## config.mk

```make
export PLATFORM = sky130hd
export DESIGN_NAME = tick_scheduler_scrolling_text_flat
export DESIGN_NICKNAME = d
export VERILOG_FILES = /design/src/sv/tss_pkg.sv /design/src/sv/tss_tick_if.sv /design/src/sv/tss_result_if.sv /design/src/sv/tss_cfg_regs.sv /design/src/sv/tss_sched_core.sv /design/src/sv/tick_scheduler_scrolling_text.sv /design/src/flat_wrapper.sv
export VERILOG_INCLUDE_DIRS = /design/src /design/src/sv
export SDC_FILE = /design/constraint.sdc
export NUM_CORES = 1
export LEC_CHECK = 0
export ABC_AREA = 1
export BUFFER_PORTS_ARGS = -buffer_cell sky130_fd_sc_hd__buf_4
export CAP_MARGIN = 20
export CORE_UTILIZATION = 30
export DETAILED_ROUTE_END_ITERATION = 12
export PLACE_DENSITY_LB_ADDON = 0.12
export SLEW_MARGIN = 10
export SYNTH_ARGS = -nofsm -noshare
export SYNTH_HDL_FRONTEND = slang
export SYNTH_SLANG_ARGS = --single-unit
```

## constraint.sdc

```tcl
create_clock -name clk -period 5.4 [get_ports clk]
set_input_delay 1.08 -clock clk [delete_from_list [all_inputs] [get_ports clk]]
set_output_delay 1.08 -clock clk [all_outputs]
set_load 0.05 [all_outputs]
```

## src/sv/assert_macros.svh

```systemverilog
// ----------------------------------------------------------------------------
// Assertion macros
// Concurrent assertion wrappers, compiled out for synthesis.
// ----------------------------------------------------------------------------
`ifndef ASSERT_MACROS_SVH
`define ASSERT_MACROS_SVH

`ifndef SYNTHESIS

// Holds at every sampled edge outside reset
`define ASSERT_ALWAYS(label, clk, rst_n, prop) \
    label: assert property (@(posedge clk) disable iff (!rst_n) (prop)) \
        else $error("assertion failed: always-true property");

// Same-cycle implication
`define ASSERT_IMPLY(label, clk, rst_n, ante, cons) \
    label: assert property (@(posedge clk) disable iff (!rst_n) (ante) |-> (cons)) \
        else $error("assertion failed: same-cycle implication");

// Next-cycle implication
`define ASSERT_NEXT(label, clk, rst_n, ante, cons) \
    label: assert property (@(posedge clk) disable iff (!rst_n) (ante) |=> (cons)) \
        else $error("assertion failed: next-cycle implication");

`else

`define ASSERT_ALWAYS(label, clk, rst_n, prop)
`define ASSERT_IMPLY(label, clk, rst_n, ante, cons)
`define ASSERT_NEXT(label, clk, rst_n, ante, cons)

`endif

`endif

```

## src/sv/tss_pkg.sv

```systemverilog
// ----------------------------------------------------------------------------
// tss_pkg
// Shared types and constants of the tick scheduler with scrolling text.
// ----------------------------------------------------------------------------
`default_nettype none

package tss_pkg;

    localparam int PERIOD_W   = 10;
    localparam int MSG_LEN_W  = 7;
    localparam int CFG_ADDR_W = 4;
    localparam int CFG_DATA_W = 32;

    // Register indexes (byte address = 4 * index)
    localparam logic [1:0] REG_CHAR_PERIOD   = 2'd0;
    localparam logic [1:0] REG_SCROLL_PERIOD = 2'd1;
    localparam logic [1:0] REG_BLINK_PERIOD  = 2'd2;
    localparam logic [1:0] REG_MSG_LENGTH    = 2'd3;

    localparam logic [PERIOD_W-1:0]  CHAR_PERIOD_RST   = 10'd1;
    localparam logic [PERIOD_W-1:0]  SCROLL_PERIOD_RST = 10'd50;
    localparam logic [PERIOD_W-1:0]  BLINK_PERIOD_RST  = 10'd100;
    localparam logic [MSG_LEN_W-1:0] MSG_LENGTH_RST    = 7'd26;

    localparam logic [7:0] ROW_HOME_CMD = 8'h80;
    localparam logic [7:0] SPACE_CHAR   = 8'h20;

    localparam int MSG_TEXT_LEN = 26;
    localparam logic [8*MSG_TEXT_LEN-1:0] MSG_TEXT = "This is a very long string";

    typedef struct packed {
        logic [PERIOD_W-1:0]  char_period;
        logic [PERIOD_W-1:0]  scroll_period;
        logic [PERIOD_W-1:0]  blink_period;
        logic [MSG_LEN_W-1:0] message_length;
    } tss_cfg_t;

    typedef struct packed {
        logic       char_valid;
        logic [7:0] char_byte;
        logic       cmd_valid;
        logic       led_level;
    } tss_result_t;

    // Message ROM: text bytes, zero past the text
    function automatic logic [7:0] msg_rom(input logic [7:0] addr);
        logic [7:0] data;
        data = 8'h00;
        if (int'(addr) < MSG_TEXT_LEN)
        begin
            data = MSG_TEXT[(MSG_TEXT_LEN - 1 - int'(addr)) * 8 +: 8];
        end
        return data;
    endfunction

endpackage

`default_nettype wire

```

## src/sv/tss_tick_if.sv

```systemverilog
// ----------------------------------------------------------------------------
// tss_tick_if
// Valid/ready channel carrying one heartbeat tick per transaction.
// ----------------------------------------------------------------------------
`default_nettype none

interface tss_tick_if;
    logic valid;
    logic ready;
    logic tick;

    modport source (output valid, output tick, input ready);
    modport sink   (input valid, input tick, output ready);
endinterface

`default_nettype wire

```

## src/sv/tss_result_if.sv

```systemverilog
// ----------------------------------------------------------------------------
// tss_result_if
// Valid/ready channel carrying one scheduler result per transaction.
// ----------------------------------------------------------------------------
`default_nettype none

interface tss_result_if;
    logic       valid;
    logic       ready;
    logic       char_valid;
    logic [7:0] char_byte;
    logic       cmd_valid;
    logic       led_level;

    modport source (output valid, output char_valid, output char_byte,
                    output cmd_valid, output led_level, input ready);
    modport sink   (input valid, input char_valid, input char_byte,
                    input cmd_valid, input led_level, output ready);
endinterface

`default_nettype wire

```

## src/sv/tss_cfg_regs.sv

```systemverilog
// ----------------------------------------------------------------------------
// tss_cfg_regs
// APB-style register file: task periods and message length.
// ----------------------------------------------------------------------------
`default_nettype none

module tss_cfg_regs (
    input  wire logic                            clk,
    input  wire logic                            rst_n,
    input  wire logic                            psel,
    input  wire logic                            penable,
    input  wire logic                            pwrite,
    input  wire logic [tss_pkg::CFG_ADDR_W-1:0]  paddr,
    input  wire logic [tss_pkg::CFG_DATA_W-1:0]  pwdata,
    output logic      [tss_pkg::CFG_DATA_W-1:0]  prdata,
    output logic                                 pready,
    output tss_pkg::tss_cfg_t                    cfg
);
    import tss_pkg::*;

    tss_cfg_t   cfg_reg;
    logic       wr_en;
    logic [1:0] reg_idx;

    assign pready  = 1'b1;
    assign wr_en   = psel && penable && pwrite;
    assign reg_idx = paddr[3:2];
    assign cfg     = cfg_reg;

    always_ff @(posedge clk or negedge rst_n)
    begin
        if (!rst_n)
        begin
            cfg_reg.char_period    <= CHAR_PERIOD_RST;
            cfg_reg.scroll_period  <= SCROLL_PERIOD_RST;
            cfg_reg.blink_period   <= BLINK_PERIOD_RST;
            cfg_reg.message_length <= MSG_LENGTH_RST;
        end
        else if (wr_en)
        begin
            unique case (reg_idx)
                REG_CHAR_PERIOD:   cfg_reg.char_period    <= pwdata[PERIOD_W-1:0];
                REG_SCROLL_PERIOD: cfg_reg.scroll_period  <= pwdata[PERIOD_W-1:0];
                REG_BLINK_PERIOD:  cfg_reg.blink_period   <= pwdata[PERIOD_W-1:0];
                REG_MSG_LENGTH:    cfg_reg.message_length <= pwdata[MSG_LEN_W-1:0];
                default:           ;
            endcase
        end
    end

    always_comb
    begin
        prdata = '0;
        unique case (reg_idx)
            REG_CHAR_PERIOD:   prdata = CFG_DATA_W'(cfg_reg.char_period);
            REG_SCROLL_PERIOD: prdata = CFG_DATA_W'(cfg_reg.scroll_period);
            REG_BLINK_PERIOD:  prdata = CFG_DATA_W'(cfg_reg.blink_period);
            REG_MSG_LENGTH:    prdata = CFG_DATA_W'(cfg_reg.message_length);
            default:           prdata = '0;
        endcase
    end

endmodule

`default_nettype wire

```

## src/sv/tss_sched_core.sv

```systemverilog
// ----------------------------------------------------------------------------
// tss_sched_core
// Period counters, character/scroll/blink tasks and their state.
// ----------------------------------------------------------------------------
`default_nettype none

module tss_sched_core #(
    parameter int DISPLAY_COLUMNS = 16,
    parameter int MESSAGE_DEPTH   = 64
) (
    input  wire logic                 clk,
    input  wire logic                 rst_n,
    input  wire logic                 step,
    input  wire logic                 tick,
    input  wire tss_pkg::tss_cfg_t    cfg,
    output tss_pkg::tss_result_t      result
);
    import tss_pkg::*;

    localparam int SP_W  = $clog2(MESSAGE_DEPTH);
    localparam int CW_W  = $clog2(DISPLAY_COLUMNS + 1);
    // wide enough for start + columns and for any programmed length
    localparam int IDX_W = $clog2(MESSAGE_DEPTH + DISPLAY_COLUMNS + 128);

    logic [PERIOD_W-1:0] char_count_reg,   char_count_next;
    logic [PERIOD_W-1:0] scroll_count_reg, scroll_count_next;
    logic [PERIOD_W-1:0] blink_count_reg,  blink_count_next;
    logic [SP_W-1:0]     start_reg,        start_next;
    logic [CW_W-1:0]     cols_reg,         cols_next;
    logic                led_reg,          led_next;

    logic [PERIOD_W:0]   char_inc, scroll_inc, blink_inc;
    logic                char_fire, scroll_fire, blink_fire;
    logic                emit;
    logic [IDX_W-1:0]    len, idx, start_inc;
    logic [7:0]          byte_val;

    always_comb
    begin
        char_inc   = {1'b0, char_count_reg}   + 1'b1;
        scroll_inc = {1'b0, scroll_count_reg} + 1'b1;
        blink_inc  = {1'b0, blink_count_reg}  + 1'b1;
        char_fire   = char_inc   >= {1'b0, cfg.char_period};
        scroll_fire = scroll_inc >= {1'b0, cfg.scroll_period};
        blink_fire  = blink_inc  >= {1'b0, cfg.blink_period};

        // effective length saturates at the ROM depth
        if (IDX_W'(cfg.message_length) > IDX_W'(MESSAGE_DEPTH))
            len = IDX_W'(MESSAGE_DEPTH);
        else
            len = IDX_W'(cfg.message_length);

        emit      = char_fire && (cols_reg < CW_W'(DISPLAY_COLUMNS));
        idx       = IDX_W'(start_reg) + IDX_W'(cols_reg);
        byte_val  = (idx < len) ? msg_rom(idx[7:0]) : SPACE_CHAR;
        start_inc = IDX_W'(start_reg) + 1'b1;

        char_count_next   = char_fire   ? '0 : char_inc[PERIOD_W-1:0];
        scroll_count_next = scroll_fire ? '0 : scroll_inc[PERIOD_W-1:0];
        blink_count_next  = blink_fire  ? '0 : blink_inc[PERIOD_W-1:0];

        cols_next  = emit ? cols_reg + 1'b1 : cols_reg;
        start_next = start_reg;
        if (scroll_fire)
        begin
            cols_next  = '0;
            start_next = (start_inc >= len) ? '0 : start_inc[SP_W-1:0];
        end
        led_next = blink_fire ? !led_reg : led_reg;

        result.char_valid = tick && emit;
        result.char_byte  = (tick && emit) ? byte_val : 8'h00;
        result.cmd_valid  = tick && scroll_fire;
        result.led_level  = tick ? led_next : led_reg;
    end

    always_ff @(posedge clk or negedge rst_n)
    begin
        if (!rst_n)
        begin
            char_count_reg   <= '0;
            scroll_count_reg <= '0;
            blink_count_reg  <= '0;
            start_reg        <= '0;
            cols_reg         <= '0;
            led_reg          <= 1'b0;
        end
        else if (step && tick)
        begin
            char_count_reg   <= char_count_next;
            scroll_count_reg <= scroll_count_next;
            blink_count_reg  <= blink_count_next;
            start_reg        <= start_next;
            cols_reg         <= cols_next;
            led_reg          <= led_next;
        end
    end

endmodule

`default_nettype wire

```

## src/sv/tick_scheduler_scrolling_text.sv

```systemverilog
// ----------------------------------------------------------------------------
// tick_scheduler_scrolling_text
// Cyclic executive: character, scroll and blink tasks driven by heartbeat
// ticks, scrolling a fixed message across a character display.
// ----------------------------------------------------------------------------
//  Channel     Dir  Handshake            Payload
//  tick_in     in   valid/ready          tick
//  result_out  out  valid/ready          char_valid, char_byte, cmd_valid,
//                                        led_level
//  APB         in   psel/penable/pready  4 registers at 0x0, 0x4, 0x8, 0xC
//
//  One transaction per cycle; its result is registered and appears the next
//  cycle. tick_in.ready is low only while the result register is full and
//  result_out.ready is low. Reset is asynchronous, active low, and needs no
//  clearing pass: the message ROM is constant logic.
// ----------------------------------------------------------------------------
`default_nettype none
`include "assert_macros.svh"

module tick_scheduler_scrolling_text #(
    parameter int DISPLAY_COLUMNS = 16,
    parameter int MESSAGE_DEPTH   = 64
) (
    input  wire logic                            clk,
    input  wire logic                            rst_n,
    input  wire logic                            psel,
    input  wire logic                            penable,
    input  wire logic                            pwrite,
    input  wire logic [tss_pkg::CFG_ADDR_W-1:0]  paddr,
    input  wire logic [tss_pkg::CFG_DATA_W-1:0]  pwdata,
    output logic      [tss_pkg::CFG_DATA_W-1:0]  prdata,
    output logic                                 pready,
    tss_tick_if.sink                             tick_in,
    tss_result_if.source                         result_out
);
    import tss_pkg::*;

    tss_cfg_t    cfg;
    tss_result_t core_result;
    tss_result_t out_reg;
    logic        out_valid_reg;
    logic        accept;

    assign tick_in.ready = !out_valid_reg || result_out.ready;
    assign accept        = tick_in.valid && tick_in.ready;

    tss_cfg_regs u_cfg (
        .clk     (clk),
        .rst_n   (rst_n),
        .psel    (psel),
        .penable (penable),
        .pwrite  (pwrite),
        .paddr   (paddr),
        .pwdata  (pwdata),
        .prdata  (prdata),
        .pready  (pready),
        .cfg     (cfg)
    );

    tss_sched_core #(
        .DISPLAY_COLUMNS (DISPLAY_COLUMNS),
        .MESSAGE_DEPTH   (MESSAGE_DEPTH)
    ) u_core (
        .clk    (clk),
        .rst_n  (rst_n),
        .step   (accept),
        .tick   (tick_in.tick),
        .cfg    (cfg),
        .result (core_result)
    );

    always_ff @(posedge clk or negedge rst_n)
    begin
        if (!rst_n)
        begin
            out_valid_reg <= 1'b0;
        end
        else if (accept)
        begin
            out_valid_reg <= 1'b1;
        end
        else if (result_out.ready)
        begin
            out_valid_reg <= 1'b0;
        end
    end

    always_ff @(posedge clk)
    begin
        if (accept)
        begin
            out_reg <= core_result;
        end
    end

    assign result_out.valid      = out_valid_reg;
    assign result_out.char_valid = out_reg.char_valid;
    assign result_out.char_byte  = out_reg.char_byte;
    assign result_out.cmd_valid  = out_reg.cmd_valid;
    assign result_out.led_level  = out_reg.led_level;

    // empty result register never blocks the input
    `ASSERT_IMPLY(a_ready_when_empty, clk, rst_n, !out_valid_reg, tick_in.ready)
    // an idle item yields an empty result
    `ASSERT_NEXT(a_idle_item, clk, rst_n, accept && !tick_in.tick, out_valid_reg && !out_reg.char_valid && !out_reg.cmd_valid)
    // no character means a zero byte
    `ASSERT_IMPLY(a_byte_zero, clk, rst_n, out_valid_reg && !out_reg.char_valid, out_reg.char_byte == 8'h00)
    // the shown LED level only moves when a transaction lands
    `ASSERT_IMPLY(a_led_moves_on_accept, clk, rst_n, out_valid_reg && $past(out_valid_reg) && (out_reg.led_level != $past(out_reg.led_level)), $past(accept))

endmodule

`default_nettype wire

```

## src/flat_wrapper.sv

```systemverilog
// flat-port wrapper written by rule: the top's interface ports become plain ports
module tick_scheduler_scrolling_text_flat import tss_pkg::*;
#(
    parameter int DISPLAY_COLUMNS = 16,
    parameter int MESSAGE_DEPTH   = 64
)
  (clk, rst_n, psel, penable, pwrite, paddr, pwdata, prdata, pready, tick_in_valid, tick_in_tick, tick_in_ready, result_out_valid, result_out_char_valid, result_out_char_byte, result_out_cmd_valid, result_out_led_level, result_out_ready);
  tss_tick_if tick_in_i ();
  tss_result_if result_out_i ();
  input  wire logic clk;
  input  wire logic rst_n;
  input  wire logic psel;
  input  wire logic penable;
  input  wire logic pwrite;
  input  wire logic [tss_pkg::CFG_ADDR_W-1:0] paddr;
  input  wire logic [tss_pkg::CFG_DATA_W-1:0] pwdata;
  output logic      [tss_pkg::CFG_DATA_W-1:0] prdata;
  output logic pready;
  input wire logic [$bits(tick_in_i.valid)-1:0] tick_in_valid;
  input wire logic [$bits(tick_in_i.tick)-1:0] tick_in_tick;
  output wire logic [$bits(tick_in_i.ready)-1:0] tick_in_ready;
  output wire logic [$bits(result_out_i.valid)-1:0] result_out_valid;
  output wire logic [$bits(result_out_i.char_valid)-1:0] result_out_char_valid;
  output wire logic [$bits(result_out_i.char_byte)-1:0] result_out_char_byte;
  output wire logic [$bits(result_out_i.cmd_valid)-1:0] result_out_cmd_valid;
  output wire logic [$bits(result_out_i.led_level)-1:0] result_out_led_level;
  input wire logic [$bits(result_out_i.ready)-1:0] result_out_ready;
  assign tick_in_i.valid = tick_in_valid;
  assign tick_in_i.tick = tick_in_tick;
  assign tick_in_ready = tick_in_i.ready;
  assign result_out_valid = result_out_i.valid;
  assign result_out_char_valid = result_out_i.char_valid;
  assign result_out_char_byte = result_out_i.char_byte;
  assign result_out_cmd_valid = result_out_i.cmd_valid;
  assign result_out_led_level = result_out_i.led_level;
  assign result_out_i.ready = result_out_ready;
  tick_scheduler_scrolling_text #(.DISPLAY_COLUMNS(DISPLAY_COLUMNS), .MESSAGE_DEPTH(MESSAGE_DEPTH)) u_core (.clk(clk), .rst_n(rst_n), .psel(psel), .penable(penable), .pwrite(pwrite), .paddr(paddr), .pwdata(pwdata), .prdata(prdata), .pready(pready), .tick_in(tick_in_i), .result_out(result_out_i));
endmodule
```

* Word level (Yosys, flattened, before mapping)
Index checks and enable logic that the tools add are counted.
** Word-level totals
- Bits in registers :: 91
- Logic and storage cells :: 69
** Operators by class
- Eq/ne operators :: 3
- Magnitude comparators :: 8
- Add/subtract/negate cells :: 7
- Muxes and demuxes :: 14
- Shift operators :: 1
- Reductions and logical operators :: 20
** Operators with widths (count)
- indexed part select 208 x 11 -> 8 bit (first input constant) :: 1
- case mux 32 bit (4 select lines) :: 1
- adder 10 x 1 -> 11 bit (second input constant) :: 3
- greater-or-equal comparator 11 x 10 -> 1 bit :: 3
- two-way mux 10 bit :: 3
- two-way mux 6 bit :: 3
- AND reduction 2 bit :: 6
- two-way mux 5 bit :: 2
- greater-or-equal comparator 7 x 8 -> 1 bit :: 1
- less-than comparator 7 x 8 -> 1 bit :: 1
- subtractor 5 x 7 -> 8 bit (first input constant) :: 1
- adder 6 x 1 -> 7 bit (second input constant) :: 1
- adder 6 x 5 -> 7 bit :: 1
- greater-than comparator 7 bit (second input constant) :: 1
- logical AND 1 bit :: 7
- less-than comparator 7 x 5 -> 1 bit (second input constant) :: 1
- two-way mux 7 bit :: 1
- adder 5 x 1 -> 5 bit (second input constant) :: 1
- less-than comparator 5 bit (second input constant) :: 1
- == test 2 bit (second input constant) :: 2
- two-way mux 1 bit :: 4
- nonzero test 2 bit :: 2
- AND reduction 3 bit :: 1
- == test 2 x 1 -> 1 bit (second input constant) :: 1
- 3 further kinds :: 4

* Depth between registers and ports, before layout
Gate-level depths: netlist (run 1).
- Word-level depth :: 5
- Mapped depth :: 20
- Gate-level depth less buffers :: 20

* Hierarchy
A second synthesis (run 1) with hierarchy kept.
** Unflattened totals
- Cells, all modules :: 855
- Area, all modules :: 6655.1 um^2
** By module, submodules not included
- tss_sched_core :: area each 4249.1 um^2, cells each 591, times used 1
- tss_cfg_regs :: area each 2030.7 um^2, cells each 247, times used 1
- tick_scheduler_scrolling_text :: area each 375.4 um^2, cells each 17, times used 1

* Worst setup path before layout (run 1)
No wires, ideal clock.
- Path kind :: input-to-output
- From :: input port paddr[3] (netlist name)
- To :: output port prdata[1] (netlist name)
- Arrival time :: 2.454 ns
- Slack :: 1.866 ns
- Cell stages on the path :: 3
- Path through :: nor2_1 > inv_1 > o21ai_0
** Between the ends
- Word-level cells in the longest chain between the ends :: 2
- Elaborated cells on any way between the ends :: 5
- Those cells by class :: eq/ne: 3; mux: 1; reduce/logical: 1
** RTL lines
- from (decl) :: line flat_wrapper.sv:15 : input wire logic [tss_pkg::CFG_ADDR_W-1:0] paddr;
- == test 2 bit, or another cell as far along :: line tss_cfg_regs.sv:54 : unique case (reg_idx)
- case mux 32 bit (4 select lines) (*) :: line tss_cfg_regs.sv:54
- to (decl) :: line flat_wrapper.sv:17 : output logic [tss_pkg::CFG_DATA_W-1:0] prdata;
Every way passes the cells marked *; elsewhere a longest branch is shown, timed or not. The select of a mux whose other input is x is not followed.

* Final worst setup path (run 1)
- From :: input port paddr[3] (netlist name)
- To :: output port prdata[4] (netlist name)
Same word-level chain as after synthesis.

==> out/qor.yml, run 1 <==
status:
  status: "complete, no violations"
floorplanning:
  core_area_um2: 20400
  start_util_pct: 31.0
  boundaryPins: 90
  die_y_um: 147
  dieWidth_um: 147
  dieArea_um2: 21700
  rows: 52
synthesis:
  yosysTopAreaCell: "dfrtp_1"
  synthTopCellsByCount: "nand2_1 (210), inv_1 (114), o21ai_0 (81), dfrtp_1 (70), ha_1 (54)"
  ys_seq_area_share_pct: 36.6
  synthDistinctLibCells: 52
  synthesis.area_um2: 6330
  synthTopCellsByArea: "dfrtp_1 (28%), nand2_1 (12%), ha_1 (11%)"
  async_flop_share_pct: 88.9
  postSynthAreaPerCell_um2: 7.68
  synthFlopType: "dfrtp_1"
  synth.most_common_cell: "nand2_1"
  ys_ff_latch: 90
  syn_inst: 824
  synth_top_area_share_pct: 27.7
  ys_warn_count: 0
  synth-edff-count: 10
final_layout:
  largest_reg_flops: 37
  num-fill-cells: 2177
  n_antenna_cell: 0
  area_growth_pct: 12.6
  drive_gt1_share_pct: 12.8
  layout.nets: 958
placed_design:
  gp_congestion: 0.799
  port_buffers: 41
  dp_hpwl_um: 11900
  pre_cts_slack_ps: 1940
global_route:
  grt_util_met3_pct: 3.20
  grt_pass1_vias: 5130
  grt-ovfl-total: 0
  grt_util_met1_pct: 20.5
  grt_pass1_wl_um: 26300
  track_usage_pct: 15.5
  use_met2_pct: 25.9
  grt_start_max_net_pins: 53
  top_usage_layer: "met2"
  antenna_found_initial: 0
cts:
  numCtsBuffers: 9
  cts_setup_buffers: 0
  holdBufCountCts: 0
  cts_tree: "built"
  ctsResizeCount: 0
  cts.sink_count: 90
  cts.clk_slew.worst_paths_ps: 70
  cts_root_buffer: "clkbuf_16"
  worstSkewPairLatency_ps: 350
  cts_max_level: 3
  cts.path.max_buffers: 2
pwr:
  power_leakage_nw: 3.64
  vdd_drop_max_mv: 0.238
  power.total_mw: 3.93
  power_density_nw_per_um2: 552
timing:
  maxSlewViolCount: 0
  slew_headroom_pct: 39.0
  fin_crit_sh_pct: 64.0
  skew_ps: 11.2
  rsz0062_at_grt: "no"
  setup_viol_count_final: 0
  fmaxAchievable_mhz: 289
  fin_ws_ps: 1940
  hold_viol: 0
  worst_slew_pin_slew_ps: 915
  tns_ps: 0
  min_period_ps: 3460
run:
  cap_violations: 0
routing:
  drt_wl_total_um: 15600
  via_count: 5131
  wl_per_cell_um: 13.7
  firstDrtPassIters: 5
  via_per_inst: 4.52
  initialDrtViolationCount: 232
  drc: 0
  antenna_left: 0
setup_path:
  cpPeakStageDelay_ps: 550
  startpoint: "paddr[3]"
  worstPathArrival_ps: 2380
  rr_startpoint: "u_core.u_core.start_reg[0]"
  worstPathMaxFanout: 11
  endpoint: "prdata[4]"
  cp_common_cell: "buf_4"
  reg2reg_slack_ps: 1960
  path_cells: "buf_4 > nor2_1 > a221oi_1 > o21ai_0 > buf_4"
  slowest_stage: "nor2_1"
  crit_path_end_kind: "output port"
  worstSetupPathType: "input pin to output port"
  path_buf_inv: 2
  r2r_cells: 10
  cp_top_family: "simple AND/OR/NAND/NOR gates"
  crit_path_start_kind: "input pin"
  required_ps: 4320
  crit_cells: 5
  r2r_end: "u_core.result_out.char_byte[4]"
worst_hold_path:
  hp-class: "register to register"
==> logic make-up (layout without fill, tap and decap cells) <==
logic type | count (synthesis) | in the layout | synth area share, %
xor+xnor | 26 | 26 | 3.60
flops | 90 | 90 | 36.6
fa+ha+maj | 55 | 55 | 11.0
simple gates | 337 | 337 | 23.6
other cells | 2 | 24 | 0.119
mux | 1 | 1 | 0.158
buf+inv | 162 | 180 | 11.2
compound gates | 151 | 151 | 13.8
==> cell type report <==
cell class | instances | area, µm² | share of cell area (%)
Multi-Input combinational cell | 594 | 3390 | 47.6
Sequential cell | 90 | 2310 | 32.5
Inverter | 121 | 455 | 6.39
Tap cell | 270 | 338 | 4.74
Timing Repair Buffer | 43 | 323 | 4.53
Clock buffer | 11 | 264 | 3.71
Clock inverter | 5 | 41.3 | 0.580
==> where the power goes <==
| group | internal [mW] | total (mW) | leakage (nW) | switching, mW |
|---|---|---|---|---|
| clock | 0.359 | 0.644 | 0.150 | 0.286 |
| combinational | 0.764 | 2.24 | 2.37 | 1.48 |
| sequential | 0.879 | 1.04 | 1.12 | 0.163 |
==> worst min-delay path, stage by stage, from the launching register on <==
cell and delay, ps:
dfrtp_1 350, nand2_1 50, o21ai_0 60
==> worst min-delay path by stage <==
| stage | from | endpoint | slack (ps) | cells after the start |
|---|---|---|---|---|
| 2_1_floorplan | u_core.u_cfg.cfg[10] | u_core.u_cfg.cfg[10] | 450 | 2 |
| 3_3_place_gp | u_core.u_cfg.cfg[11] | u_core.u_cfg.cfg[11] | 470 | 2 |
| 3_5_place_dp | u_core.u_cfg.cfg[16] | u_core.u_cfg.cfg[16] | 470 | 2 |
| 4_1_cts | u_core.u_cfg.cfg[33] | u_core.u_cfg.cfg[33] | 490 | 2 |
| 5_1_grt | u_core.u_cfg.cfg[29] | u_core.u_cfg.cfg[29] | 510 | 2 |
| 6_report | u_core.u_cfg.cfg[15] | u_core.u_cfg.cfg[15] | 490 | 2 |
==> metal layers <==
metal  vias to the layer above  part of all wire [%]
met2                        94                    47
li1                       2721                     -
met4                         0                   1.2
met5                         -                     0
met3                        14                   3.7
met1                      2302                    48
==> stage by stage <==
stage	cells	utilization (%)	hold WS, ps	area (µm²)
finish	1134	34.9	486	7120
global route	1134	34.9	512	7120
CTS	1134	34.9	491	7120
detailed placement	1118	33.4	473	6820
global placement	1118	33.4	467	6820
floorplan	846	-	453	6410
==> placed cells by master, fill, tap and decap left out, drive strengths merged, types with 6 or more instances in the layout <==
cell type,netlist,layout
a21oi,33,33
buf,27,43
clkbuf,14,11
conb,2,24
dfrtp,70,70
dfstp,10,10
edfxtp,10,10
ha,54,54
inv,120,123
nand2,219,219
nand3,49,49
nand4,14,14
nor2,44,44
nor3,6,6
o21ai,88,88
o22ai,8,8
xor2,21,21
(Power assumes the default switching activity.)
==> inputs of run 2 (changes only) <==
Clock period 5.4 ns to 3.5 ns, I/O delays scaled along.
==> run 2 against run 1 <==
Sequential share of layout area is 0.085 points lower. Setup slack lost 1500 ps. Die area is the same. Non-clock buffer count up 6. Critical endpoint is now u_core.u_core.start_reg[5]. Highest routed layer unchanged.
==> out/qor.yml, run 2 (same netlist as run 1, synthesis figures left out) <==
setup_path:
  crit_path_end_kind: "register"  # was output port
  cp_common_cell: "nand2_1"  # was buf_4
  worstSetupPathType: "register to register"  # was input pin to output port
  cpPeakStageDelay_ps: 420  # was 550 ps
  slowest_stage: "dfrtp_1"  # was nor2_1
  required_ps: 3720  # was 4320 ps
  path_cells: "ha_1 > nand2_1 > nor2_1 > nand2_1 > nor2_2 > xor2_1 > inv_1 > ha_1 > a21oi_1 > o21ai_0 > a21oi_1 > nor2_1 > o21ai_0 > nand2_1 > nand2_1 > nand2_4 > nand2_2 > inv_2 > nand2_1 > o22ai_1"  # was buf_4 > nor2_1 > a221oi_1 > o21ai_0 > buf_4
  worstPathArrival_ps: 3250  # was 2380 ps
  path_buf_inv: 2  # unchanged
  worstPathMaxFanout: 10  # was 11
  crit_path_start_kind: "register"  # was input pin
  cp_top_family: "simple AND/OR/NAND/NOR gates"  # unchanged
final_layout:
  regArea_um2: 2310  # unchanged
  fin_area_um2: 7140  # was 7120 µm²
  n_antenna_cell: 0  # unchanged
  final_core_util_pct: 35.0  # was 34.9%
  num-fill-cells: 2233  # was 2,177
  area_growth_pct: 12.9  # was 12.6%
  layout.nets: 964  # was 958
  layout_common_cells: "nand2_1 (210), inv_1 (114), o21ai_0 (81)"  # unchanged
  final_common_cell: "nand2_1"  # unchanged
  drive_gt1_share_pct: 13.3  # was 12.8%
  multi_input_area_um2: 3390  # unchanged
  largest_reg_flops: 37  # unchanged
timing:
  fmaxAchievable_mhz: 329
  worst_slew_pin_slew_ps: 741  # was 915 ps
  skew_ps: 12.4  # was 11.2 ps
  fin_crit_sh_pct: 86.7
  setup_viol_count_final: 0  # unchanged
  maxSlewViolCount: 0  # unchanged
  slew_headroom_pct: 50.6  # was 39.0%
  hold_viol: 0  # unchanged
  min_period_ps: 3040
  tns_ps: 0  # unchanged
  rsz0062_at_grt: "no"  # unchanged
run:
  cap_violations: 0  # unchanged
pwr:
  power_density_nw_per_um2: 856  # was 552 nW/µm²
  power.total_mw: 6.12  # was 3.93 mW
  power_leakage_nw: 3.66  # was 3.64 nW
  vdd_drop_max_mv: 0.456  # was 0.238 mV
global_route:
  grt_pass1_wl_um: 26500  # was 26,300 µm
  grt_start_max_net_pins: 41  # was 53
  track_usage_pct: 15.7  # was 15.5%
  antenna_found_initial: 0  # unchanged
  grt_pass1_vias: 5101  # was 5,130
  grt-ovfl-total: 0  # unchanged
cts:
  worstSkewPairLatency_ps: 350  # about the same
  cts_tree: "built"  # unchanged
  cts.clk_slew.worst_paths_ps: 70  # about the same
  ctsResizeCount: 0  # unchanged
  cts.path.max_buffers: 2  # unchanged
  holdBufCountCts: 0  # unchanged
  cts_max_level: 3  # unchanged
  cts_setup_buffers: 0  # unchanged
  cts_root_buffer: "clkbuf_16"  # unchanged
  numCtsBuffers: 9  # unchanged
  cts.sink_count: 90  # unchanged
floorplanning:
  boundaryPins: 90  # unchanged
  die_y_um: 147  # unchanged
  dieArea_um2: 21700  # unchanged
  core_area_um2: 20400  # unchanged
  rows: 52  # unchanged
  start_util_pct: 31.0  # unchanged
  dieWidth_um: 147  # unchanged
placed_design:
  gp_congestion: 0.774  # was 0.799
  dp_hpwl_um: 12200  # was 11,900 µm
  place_area_um2: 6860  # was 6820 µm²
  port_buffers: 41  # unchanged
status:
  status: "complete, no violations"  # unchanged
routing:
  drt_wl_total_um: 15800  # was 15,600 µm
  via_per_inst: 4.54  # was 4.52
  via_count: 5178  # was 5,131
  antenna_left: 0  # unchanged
  initialDrtViolationCount: 300  # was 232
  wl_per_cell_um: 13.9  # was 13.7 µm
  drc: 0  # unchanged
  firstDrtPassIters: 4  # was 5
worst_hold_path:
  hp-class: "input pin to async pin"  # was register to register
## run 2: path summary, 6_finish.rpt
check	to	slack [ps]	cells past startpoint	start
setup / recovery	u_core.u_core.start_reg[5]	460	20	u_core.u_core.scroll_count_reg[0]
max in group asynchronous	u_core.u_cfg.cfg[3]	2410	2	rst_n
setup reg to reg	u_core.u_core.start_reg[5]	460	20	u_core.u_core.scroll_count_reg[0]
hold reg to reg	u_core.u_cfg.cfg[8]	480	2	u_core.u_cfg.cfg[8]
hold / removal	u_core.u_core.char_count_reg[4]	330	1	rst_n
min in group clk	u_core.u_cfg.cfg[8]	480	2	u_core.u_cfg.cfg[8]
## run 2: report_power, final
part / internal (mW) / total (mW) / switching, mW
sequential: 1.36 / 1.60 / 0.245
clock: 0.506 / 0.939 / 0.433
combinational: 1.26 / 3.58 / 2.32
total: 3.12 / 6.12 / 3.00
## run 2: worst reg2reg max path: cells and delay by family (launching register included)
family / cells / cell delay (ps)
simple gates: 10 / 1070
fa+ha+maj: 2 / 500
buf+inv: 2 / 200
compound gates: 5 / 560
xor+xnor: 1 / 160
flops: 1 / 420
## run 2: layout make-up
| cell class | count | share of cell area [%] |
|---|---|---|
| multi-input cells | 594 | 47.4 |
| inverters | 121 | 6.38 |
| clock inverters | 5 | 0.508 |
| repair buffers | 49 | 5.15 |
| well taps | 270 | 4.73 |
| clock buffers | 11 | 3.40 |
| flip-flops and latches | 90 | 32.4 |
## run 2: per-stage QoR
stage | hold WS (ps) | setup WS (ps) | instances
2_1_floorplan | 404 | 698 | 846
3_3_place_gp | 467 | 459 | 1124
3_5_place_dp | 473 | 450 | 1124
4_1_cts | 346 | 411 | 1140
5_1_grt | 364 | 74.7 | 1140
6_report | 331 | 464 | 1140
## run 2: metal layers
metal / vias up / GRT usage [%] / wire length (µm)
li1: 2728 / - / -
met1: 2351 / 20.8 / 7720
met3: 12 / 2.76 / 478
met2: 87 / 25.9 / 7440
met5: - / 0 / 0
met4: 0 / 4.64 / 182
==> inputs of run 3 (changes only) <==
==> constraint.sdc (replaced) <==
create_clock -name clk -period 3.5 [get_ports clk]
set_input_delay 0.175 -clock clk [delete_from_list [all_inputs] [get_ports clk]]
set_output_delay 0.175 -clock clk [all_outputs]
set_load 0.05 [all_outputs]
==> run 3 against run 2 <==
Critical path depth stayed put. Total power is 0.51% higher. Sequential share of layout area is 0.096 points lower. Count of clock-buffer cells in the layout stayed put. Die area stayed put. Wire length hardly changed. Cell count stayed put. Critical endpoint unchanged. Utilization is 0.10 points higher. Clock power is 6% higher. Register-to-register slack better by 20 ps.
==> out/qor.yml, run 3 (same netlist as run 1, synthesis figures left out) <==
cts:
  ctsResizeCount: 0  # unchanged
  numCtsBuffers: 9  # unchanged
  cts_setup_buffers: 0  # unchanged
  cts.clk_slew.worst_paths_ps: 70  # about the same
  cts_max_level: 3  # unchanged
  cts_tree: "built"  # unchanged
  cts.sink_count: 90  # unchanged
  cts_root_buffer: "clkbuf_16"  # unchanged
  cts.path.max_buffers: 2  # unchanged
  worstSkewPairLatency_ps: 350  # about the same
  holdBufCountCts: 1  # was 0
setup_path:
  slowest_stage: "dfrtp_1"  # unchanged
  r2r_end: "u_core.u_core.start_reg[5]"  # unchanged
  crit_path_end_kind: "register"  # unchanged
  required_ps: 3720  # about the same
  cpPeakStageDelay_ps: 420  # about the same
  cp_common_cell: "nand2_1"  # unchanged
  rr_startpoint: "u_core.u_core.scroll_count_reg[0]"  # unchanged
  worstPathMaxFanout: 10  # unchanged
  crit_path_start_kind: "register"  # unchanged
  path_cells: "ha_1 > nand2_1 > nor2_1 > nand2_1 > nor2_2 > xor2_1 > inv_1 > ha_1 > a21oi_1 > o21ai_0 > a21oi_1 > nor2_1 > o21ai_0 > nand2_1 > nand2_1 > nand2_4 > nand2_2 > inv_2 > nand2_1 > o22ai_1"  # unchanged
  worstPathArrival_ps: 3230  # was 3250 ps
  r2r_cells: 20  # unchanged
  cp_top_family: "simple AND/OR/NAND/NOR gates"  # unchanged
  worstSetupPathType: "register to register"  # unchanged
  path_buf_inv: 2  # unchanged
  reg2reg_slack_ps: 490  # was 460 ps
pwr:
  pwr-share-seq_pct: 26.1  # was 26.2%
  vdd_drop_max_mv: 0.435  # was 0.456 mV
  combPwrFrac_pct: 57.5  # was 58.5%
  power.total_mw: 6.15  # was 6.12 mW
  p_switching_mw: 2.97  # was 3.00 mW
  pwr-share-clk_pct: 16.3  # was 15.4%
  power_leakage_nw: 3.66  # about the same
  switching_share_pct: 48.4  # was 49.0%
  power.internal_mw: 3.17  # was 3.12 mW
  power_density_nw_per_um2: 858  # was 856 nW/µm²
routing:
  via_count: 5216  # was 5,178
  via_per_inst: 4.58  # was 4.54
  initialDrtViolationCount: 214  # was 300
  drc: 0  # unchanged
  antenna_left: 0  # unchanged
  firstDrtPassIters: 4  # unchanged
  wl_per_cell_um: 13.9  # about the same
  drt_wl_total_um: 15800  # about the same
final_layout:
  finalNonFillerCells: 1140  # unchanged
  drive_gt1_share_pct: 13.2  # was 13.3%
  final_core_util_pct: 35.1  # was 35.0%
  layout_common_cells: "nand2_1 (210), inv_1 (114), o21ai_0 (81)"  # unchanged
  fin_area_um2: 7160  # was 7140 µm²
  area_growth_pct: 13.3  # was 12.9%
  layout.nets: 964  # unchanged
  num-fill-cells: 2218  # was 2,233
  final_common_cell: "nand2_1"  # unchanged
  n_antenna_cell: 0  # unchanged
  largest_reg_flops: 37  # unchanged
timing:
  skew_ps: 15.2  # was 12.4 ps
  maxSlewViolCount: 0  # unchanged
  setup_viol_count_final: 0  # unchanged
  tns_ps: 0  # unchanged
  min_period_ps: 3010  # was 3040 ps
  fin_ws_ps: 485  # was 464 ps
  rsz0062_at_grt: "no"  # unchanged
  fmaxAchievable_mhz: 332  # was 329 MHz
  fin_crit_sh_pct: 86.1  # was 86.7%
  hold_viol: 0  # unchanged
  whs_ps: 100  # was 331 ps
  slew_headroom_pct: 39.3  # was 50.6%
  worst_slew_pin_slew_ps: 910  # was 741 ps
worst_hold_path:
  hp-start: "tick_in_valid"
  holdPathStages: 3
  hp-class: "input pin to register"  # was input pin to async pin
  hold_end: "u_core.result_out.valid"
placed_design:
  gp_congestion: 0.795  # was 0.774
  pre_cts_slack_ps: 460  # was 450 ps
  port_buffers: 41  # unchanged
  place_area_um2: 6860  # about the same
  dp_hpwl_um: 12100  # was 12,200 µm
  dp_cells: 1123  # was 1,124
status:
  status: "complete, no violations"  # unchanged
floorplanning:
  dieArea_um2: 21700  # unchanged
  boundaryPins: 90  # unchanged
  core_area_um2: 20400  # unchanged
  start_util_pct: 31.0  # unchanged
  dieWidth_um: 147  # unchanged
  die_y_um: 147  # unchanged
  rows: 52  # unchanged
global_route:
  antenna_found_initial: 0  # unchanged
  grt_start_max_net_pins: 67  # was 41
  grt-ovfl-total: 0  # unchanged
  track_usage_pct: 15.8  # was 15.7%
  grt_pass1_vias: 5217  # was 5,101
  grt_pass1_wl_um: 26800  # was 26,500 µm
run:
  cap_violations: 0  # unchanged
==> run 3: cell types whose count changed in the layout (fill, tap and decap cells not counted) <==
cell	previous run	this run
clkinvlp_4	0	2
dlygate4sd3_1	0	1
inv_6	2	0
clkinv_4	1	0
bufinv_16	0	1
buf_4	49	48
==> run 3: how the worst max path moves through the flow <==
stage	cells after the start	slack, ps	to	from
after floorplan	13	700	u_core.result_out.char_byte[4]	u_core.u_core.start_reg[0]
after global placement	11	460	u_core.result_out.char_byte[4]	u_core.u_core.start_reg[0]
after detailed placement	20	460	u_core.u_core.start_reg[5]	u_core.u_core.scroll_count_reg[0]
after CTS	20	430	u_core.u_core.start_reg[5]	u_core.u_core.scroll_count_reg[0]
after global routing	17	110	u_core.result_out.led_level	u_core.u_core.blink_count_reg[0]
final	20	490	u_core.u_core.start_reg[5]	u_core.u_core.scroll_count_reg[0]
==> run 3: layer usage <==
metal / vias to the layer above / share of wire [%] / track usage [%] / wire (µm)
li1: 2728 / - / - / -
met1: 2407 / 49 / 20.5 / 7750
met2: 74 / 47 / 27.2 / 7480
met3: 7 / 3.2 / 3.32 / 500
met4: 0 / 0.64 / 2.63 / 102
met5: - / 0 / 0 / 0
==> run 3: power by group through the flow <==
stage	combinational, mW	sequential [mW]	clock [mW]
after global routing	4.15	1.65	1.08
after CTS	3.59	1.61	1.04
final	3.54	1.61	1.00
after global placement	3.59	1.63	0
after detailed placement	3.57	1.63	0
after floorplan	2.72	1.63	0
==> run 3: tightest hold or removal path, cell delays in order <==
cell and delay [ps]:
buf_4 80, nand2_1 90, nand2_1 80
==> run 3: layout make-up <==
cell class / instances / area, µm² / area share, %
multi-input cells: 594 / 3390 / 47.3
flip-flops and latches: 90 / 2310 / 32.3
inverters: 121 / 455 / 6.36
repair buffers: 49 / 370 / 5.17
well taps: 270 / 338 / 4.72
clock buffers: 11 / 243 / 3.39
clock inverters: 5 / 55.1 / 0.768
